===== src/sv/pixel_mask_collision_macros.svh =====
// ---------------------------------------------------------------------------
// Assertion macros for the pixel mask collision block
// Shared property forms used by the top-level assertions.
// ---------------------------------------------------------------------------
`ifndef PIXEL_MASK_COLLISION_MACROS_SVH
`define PIXEL_MASK_COLLISION_MACROS_SVH

// Same-cycle implication, disabled while reset is asserted.
`define PMC_ASSERT_IMP(name, clk, rstn, ante, cons, msg) \
  name: assert property (@(posedge clk) disable iff (!(rstn)) (ante) |-> (cons)) \
    else $error(msg);

// Next-cycle implication, disabled while reset is asserted.
`define PMC_ASSERT_NXT(name, clk, rstn, ante, cons, msg) \
  name: assert property (@(posedge clk) disable iff (!(rstn)) (ante) |=> (cons)) \
    else $error(msg);

`endif


===== src/sv/pmc_pkg.sv =====
`timescale 1ns / 1ps
// ---------------------------------------------------------------------------
// pmc_pkg
// Constants, codes, types and helpers shared by the collision block files.
// ---------------------------------------------------------------------------
package pmc_pkg;

  // Mask geometry.
  localparam int MAX_SIDE    = 64;
  localparam int SIDE_W      = $clog2(MAX_SIDE + 1);
  localparam int BANKS       = MAX_SIDE;
  localparam int BANK_W      = $clog2(BANKS);
  localparam int IDX_W       = 12;
  localparam int WORD_W      = IDX_W - BANK_W;
  localparam int WORDS       = 1 << WORD_W;
  localparam int PROD_W      = 2 * SIDE_W;

  // Field widths.
  localparam int CMD_W       = 2;
  localparam int PIX_W       = 8;
  localparam int POS_W       = 16;
  localparam int EDGE_W      = POS_W + 1;
  localparam int CFG_IDX_W   = 2;
  localparam int CFG_DATA_W  = 7;

  // Command codes.
  localparam logic [CMD_W-1:0] CMD_LOAD_A = 2'd0;
  localparam logic [CMD_W-1:0] CMD_LOAD_B = 2'd1;
  localparam logic [CMD_W-1:0] CMD_QUERY  = 2'd2;

  // Configuration register indexes.
  localparam logic [CFG_IDX_W-1:0] CFG_WIDTH_A  = 2'd0;
  localparam logic [CFG_IDX_W-1:0] CFG_HEIGHT_A = 2'd1;
  localparam logic [CFG_IDX_W-1:0] CFG_WIDTH_B  = 2'd2;
  localparam logic [CFG_IDX_W-1:0] CFG_HEIGHT_B = 2'd3;

  // Commands from the controller to the datapath.
  typedef struct packed {
    logic capture;
    logic edge_calc;
    logic test_calc;
    logic size_calc;
    logic base_calc;
    logic scan_issue;
  } pmc_cmd_t;

  // Status from the datapath to the controller.
  typedef struct packed {
    logic reject;
    logic box;
    logic empty;
    logic row_last;
    logic hit;
  } pmc_stat_t;

  // Size registers saturate at the largest mask side.
  function automatic logic [SIDE_W-1:0] clamp_side(input logic [CFG_DATA_W-1:0] v);
    logic [SIDE_W-1:0] r;
    if (v > CFG_DATA_W'(MAX_SIDE)) begin
      r = SIDE_W'(MAX_SIDE);
    end else begin
      r = SIDE_W'(v);
    end
    return r;
  endfunction

endpackage


===== src/sv/pmc_ctrl.sv =====
`timescale 1ns / 1ps
// ---------------------------------------------------------------------------
// pmc_ctrl
// Controller: sequences a query through the datapath and owns the result register.
// ---------------------------------------------------------------------------
module pmc_ctrl import pmc_pkg::*; (
  input  logic             clk,
  input  logic             rst_n,
  input  logic             in_valid,
  input  logic [CMD_W-1:0] in_cmd,
  output logic             in_ready,
  output logic             out_valid,
  output logic             out_collides,
  input  logic             out_ready,
  output pmc_cmd_t         cmd,
  input  pmc_stat_t        stat
);

  localparam logic [3:0] S_IDLE  = 4'd0;
  localparam logic [3:0] S_EDGE  = 4'd1;
  localparam logic [3:0] S_TEST  = 4'd2;
  localparam logic [3:0] S_SIZE  = 4'd3;
  localparam logic [3:0] S_BASE  = 4'd4;
  localparam logic [3:0] S_SCAN  = 4'd5;
  localparam logic [3:0] S_DRAIN = 4'd6;
  localparam logic [3:0] S_FLUSH = 4'd7;
  localparam logic [3:0] S_DONE  = 4'd8;

  logic [3:0] state_r, state_nxt;
  logic       res_r, res_nxt;
  logic       out_valid_r, out_valid_nxt;
  logic       collides_r, collides_nxt;
  logic       in_fire;

  assign in_ready     = (state_r == S_IDLE);
  assign in_fire      = in_valid && in_ready;
  assign out_valid    = out_valid_r;
  assign out_collides = collides_r;

  // Next-state and command decode.
  always_comb begin
    state_nxt     = state_r;
    res_nxt       = res_r;
    out_valid_nxt = out_valid_r;
    collides_nxt  = collides_r;
    cmd           = '0;

    // The output register empties on a transfer.
    if (out_valid_r && out_ready) begin
      out_valid_nxt = 1'b0;
    end

    case (state_r)
      S_IDLE: begin
        if (in_fire && (in_cmd == CMD_QUERY)) begin
          cmd.capture = 1'b1;
          state_nxt   = S_EDGE;
        end
      end
      S_EDGE: begin
        cmd.edge_calc = 1'b1;
        state_nxt     = S_TEST;
      end
      S_TEST: begin
        cmd.test_calc = 1'b1;
        state_nxt     = S_SIZE;
      end
      S_SIZE: begin
        if (stat.reject) begin
          res_nxt   = 1'b0;
          state_nxt = S_DONE;
        end else if (stat.box) begin
          res_nxt   = 1'b1;
          state_nxt = S_DONE;
        end else begin
          cmd.size_calc = 1'b1;
          state_nxt     = S_BASE;
        end
      end
      S_BASE: begin
        if (stat.empty) begin
          res_nxt   = 1'b0;
          state_nxt = S_DONE;
        end else begin
          cmd.base_calc = 1'b1;
          state_nxt     = S_SCAN;
        end
      end
      S_SCAN: begin
        cmd.scan_issue = 1'b1;
        if (stat.row_last) begin
          state_nxt = S_DRAIN;
        end
      end
      S_DRAIN: begin
        state_nxt = S_FLUSH;
      end
      S_FLUSH: begin
        res_nxt   = stat.hit;
        state_nxt = S_DONE;
      end
      S_DONE: begin
        // Hand the answer over once the output register is free.
        if (!out_valid_r || out_ready) begin
          out_valid_nxt = 1'b1;
          collides_nxt  = res_r;
          state_nxt     = S_IDLE;
        end
      end
      default: begin
        state_nxt = S_IDLE;
      end
    endcase
  end

  // Control registers.
  always_ff @(posedge clk) begin
    if (!rst_n) begin
      state_r     <= S_IDLE;
      out_valid_r <= 1'b0;
    end else begin
      state_r     <= state_nxt;
      out_valid_r <= out_valid_nxt;
    end
  end

  // Result payload.
  always_ff @(posedge clk) begin
    res_r      <= res_nxt;
    collides_r <= collides_nxt;
  end

endmodule


===== config.mk =====
export PLATFORM = sky130hd
export DESIGN_NAME = pmc_ctrl
export DESIGN_NICKNAME = d
export VERILOG_FILES = /design/src/sv/pixel_mask_collision_macros.svh /design/src/sv/pmc_pkg.sv /design/src/sv/pmc_ctrl.sv
export SDC_FILE = /design/constraint.sdc
export NUM_CORES = 1
export LEC_CHECK = 0
export BUFFER_PORTS_ARGS = -buffer_cell sky130_fd_sc_hd__buf_2
export CORE_AREA = 2 2 39 41
export DETAILED_ROUTE_END_ITERATION = 8
export DIE_AREA = 0 0 41 43
export MAX_ROUTING_LAYER = met4
export PLACE_DENSITY = 0.59
export SLEW_MARGIN = 10
export SYNTH_ARGS = -nofsm -noshare
export SYNTH_HDL_FRONTEND = slang
export SYNTH_SLANG_ARGS = --single-unit

===== constraint.sdc =====
create_clock -name clk -period 1.65 [get_ports clk]
set_input_delay 0.165 -clock clk [delete_from_list [all_inputs] [get_ports clk]]
set_output_delay 0.165 -clock clk [all_outputs]
set_load 0.01 [all_outputs]

[Word level (Yosys, flattened, before mapping)]
Cells that the tools add are included.
Storage, ports and cells
  register bits after elaboration: 7
  output and inout bits: 9
  bits of input ports: 11
Operators by class
  reduce and logical (&&, ||, !) cells: 10
  equality and inequality tests: 14
  mux-type cells: 24
Operators by type and width (count)
  $pmux 4 s9: 1
  $mux 4: 6
  $eq 4x3->1 const B: 4
  $mux 1: 16
  $eq 4x2->1 const B: 2
  $ne 2x2->1 const B: 3
  $reduce_and 3->1: 2
  $eq 4x1->1 const B: 1
  $eq 4x4->1 const B: 1
  $logic_not 4->1: 1
  $logic_and 1x1->1: 3
  $ne 3x3->1 const B: 1
  $pmux 1 s3: 1
  $reduce_bool 3->1: 1
  $eq 2x2->1 const B: 1
  $ne 2x1->1 const B: 1
  $reduce_and 2->1: 1
  $logic_not 1->1: 1
  $logic_or 1x1->1: 1

[Longest topological paths before layout]
  depth in word-level cells: 5
  depth in mapped cells: 4
  mapped depth without buffers: 3

[Worst setup path after synthesis]
No wires, ideal clock.
  path type: register to register
  from: reg state_r[0]
  to: reg state_r[0]
  clock period less this slack: 1.378 ns
  data arrival time: 1.256 ns
  required time: 1.529 ns
  library setup time: 0.121 ns
  buffers on the path: 1
  path slack: 0.272 ns
  cell stages (with the launch flop): 5
  cell sequence: dfxtp_1 -> buf_2 -> nor4_1 -> a211o_1 -> o31ai_1
Between the ends
  cells in the longest elaborated chain, start to end: 5
  elaborated cells on any way between the ends: 16
  those cells by class: 11 x eq/ne; 1 x mux; 4 x reduce/logical
RTL lines
  from (decl): line pmc_ctrl.sv:29  | logic [3:0] state_r, state_nxt;
  from (signal assigned): line pmc_ctrl.sv:122  | state_r <= state_nxt;
  $logic_not 4->1 (*): line pmc_ctrl.sv:35  | assign in_ready = (state_r == S_IDLE);
  via in_ready: line pmc_ctrl.sv:11  | output logic in_ready,
  $logic_and 1x1->1: line pmc_ctrl.sv:36  | assign in_fire = in_valid && in_ready;
  $logic_and 1x1->1: line pmc_ctrl.sv:55  | if (in_fire && (in_cmd == CMD_QUERY)) begin
  $ne 2x1->1 (no line)
  $reduce_and 3->1 (no line)
Mark *: on every way through the listed nets, which the timed path passes. The rest lies on a longest branch.
A chain may end at the register's enable or synchronous reset.

==> impl_metrics.yaml <==
status:
  status: "finished clean"
power_and_ir_drop:
  power_density_mw_per_mm2: 742.8
  ir_drop_v: 0.0002451
  seqPwrFrac_pct: 45.2
  p_sw_share_pct: 27.34
  p_clk_share_pct: 43.6
  p_int_mw: 0.2965
  power.net_switching_mw: 0.1115
  leakagePower_nw: 0.2366
  p_comb_share_pct: 11.3
timing:
  setup_viol: 0
  fmax_mhz: 633.4
  finClkSkew_ns: 0.01066
  period_share_pct: 95.68
  fin_crit_ns: 1.579
  drv_slew: 0
  finalHoldViolations: 0
  tightestPinTransition_ns: 0.4223
  worst_slack_ns: 0.07126
  slew_headroom_pct: 71.45
  rsz0062_at_grt: "no"
  fin_tns_setup_ns: 0
global_routing:
  antenna_found_initial: 0
  grt_pass1_vias: 344
  grt_start_max_net_pins: 13
  overflow: 0
  grt_usage_pct: 13.31
  grt_pass1_wl_um: 1449
floorplanning:
  start_util_pct: 31.37
  core_mm2: 0.001384
  die_area_mm2: 0.001763
  num_io_pins: 20
  rows: 14
  die_h_um: 43
  die_x_um: 41
clocking:
  clock_sinks: 7
  post_cts_buffers: 0
  hold_buffers: 0
  cts-root-buf: "clkbuf_4"
  htreeDepth: 1
  tritoncts: "done"
  cts_buffers: 3
  clk_pin_slew_worst_paths_ns: 0.07
  cts.path.max_buffers: 2
  clk_latency_ns: 0.27
synthesis:
  synth_area_leaders: "dfxtp_1 23%, edfxtp_1 14%, nand2b_1 5.8%"
  syn_area_um2: 434.2
  synthesis.nets: 64
  synth_seq_cells: 7
  syn_area_per_cell_um2: 8.192
  synth-async-reset-ratio_pct: 0
  synth_top_cell_area_share_pct: 23.05
  synth_flop_cell: "dfxtp_1"
  ys_types: 28
  postSynthCellCount: 53
  synth_warnings: 0
  yosysMostFrequentCell: "nor2_1"
  synth_edf_count: 2
  ys_seq_area_share_pct: 36.89
  yosysTopAreaCell: "dfxtp_1"
  synth_common_cells: "6 x nor2_1, 5 x dfxtp_1, 4 x nand2_1, 4 x nand2b_1"
worst_hold_path:
  min_path_cells: 3
  hp-class: "in2reg"
  holdPathEnd: "state_r[2]$_SDFFE_PN0P_"
  hp-start: "rst_n"
job:
  maxCapViolations: 0
setup_path:
  cp_max_fo: 10
  r2r_start: "state_r[1]$_SDFFE_PN0P_"
  worstSetupPathType: "reg2out"
  r2r_slack_ns: 0.26
  required_ns: 1.48
  start_kind: "flip-flop"
  r2r_end: "res_r$_DFFE_PP_"
  r2r_cells: 3
  endpoint_kind: "output pin"
  cp.arrival_ns: 1.41
layout:
  drive_above_1_share_pct: 34.72
  area_delta_synth_final_pct: 26.51
  antennaDiodeCount: 0
  nets: 84
drt:
  num_vias: 455
  drc: 0
  viasPerCell: 5.170
  dr.pass1.iters: 4
  wire_per_inst_um: 11.60
  drt-initial-drc-count: 11
  ant_nets: 0
  wirelength_um: 1021
placement:
  pre_cts_ws_ns: 0.2492
  port_buffers: 19
  hpwl_um: 731.3
  routabilityCongestion: 0.8069
-- metal layers --
layer  GRT usage (%)  share of wire, %  vias to the layer above
met1           16.23                46                      205
met2           16.25                44                       17
met4           14.00               4.7                        0
met3           3.141               5.6                        5
li1                -                 -                      228
met5               -                 0                        -
-- layout by cell type (no fill, tap or decap), types with 2 or more instances in the layout --
cell      Yosys  routed
a21oi_1       3       3
buf_2         2      19
clkbuf_4      0       3
dfxtp_1       5       3
dfxtp_2       0       2
edfxtp_1      2       2
inv_1         2       2
nand2_1       4       4
nand2b_1      4       4
nor2_1        6       6
nor2b_1       2       2
nor3_1        3       3
nor4_1        2       2
nor4b_1       2       2
-- kinds of logic after synthesis --
kind of cell | count (synthesis) | synth area share, %
simple gates | 29 | 38.04
compound gates | 11 | 16.72
flops | 7 | 36.89
buf+inv | 6 | 8.359
-- metrics by stage --
step | std cells | util [%] | hold slack [ns] | instance area, um2 | power, mW
finish | 88 | 39.69 | 0.1457 | 549.3 | 0.4080
global route | 88 | 39.69 | 0.1530 | 549.3 | 0.4204
CTS | 88 | 39.51 | 0.1521 | 546.8 | 0.4078
detailed placement | 84 | 37.61 | 0.4151 | 520.5 | 0.2338
global placement | 84 | 37.61 | 0.4065 | 520.5 | 0.2338
floorplan | 53 | - | 0.3068 | 434.2 | 0.2128
-- critical path: stages, from the launching register on --
cell	delay, ns
dfxtp_2	0.37
or4_4	0.55
nor2_1	0.11
buf_2	0.13
-- power by group through the flow --
stage | combinational [mW] | clock [mW] | sequential, mW
floorplan | 0.0297 | 0 | 0.183
global placement | 0.0460 | 0 | 0.188
detailed placement | 0.0459 | 0 | 0.188
CTS | 0.0460 | 0.178 | 0.184
global route | 0.0502 | 0.186 | 0.185
finish | 0.0460 | 0.178 | 0.184
-- cell type report --
type	instances	area, um2
clock buffer	4	26.28
sequential	7	162.7
inverter	2	7.507
timing repair buffer	19	95.09
multi-input combinational	40	237.7
tap	16	20.02
fill	159	834.6
-- state kept, by name (all words and copies together), names as in the netlist --
signal / flops
out_collides: 1
out_valid: 1
res_r: 1
state_r: 4
-- what timing repair did --
action,4_1_cts,5_1_grt
hold endpoints to repair,0,0
resized for setup,0,2
setup endpoints to repair,0,1
-- worst max path at each step --
| stage | from | slack [ns] | to |
|---|---|---|---|
| 3_5_place_dp | state_r[3]$_SDFFE_PN0P_ | 0.25 | out_collides$_DFFE_PP_ |
| 3_3_place_gp | state_r[3]$_SDFFE_PN0P_ | 0.27 | out_collides$_DFFE_PP_ |
| 2_1_floorplan | state_r[0]$_SDFFE_PN0P_ | 0.27 | state_r[0]$_SDFFE_PN0P_ |
| 4_1_cts | state_r[2]$_SDFFE_PN0P_ | 0.01 | cmd[2] |
| 6_report | state_r[3]$_SDFFE_PN0P_ | 0.07 | cmd[2] |
| 5_1_grt | state_r[3]$_SDFFE_PN0P_ | 0.04 | cmd[2] |
Note: power is estimated with default switching activity, not from simulation.
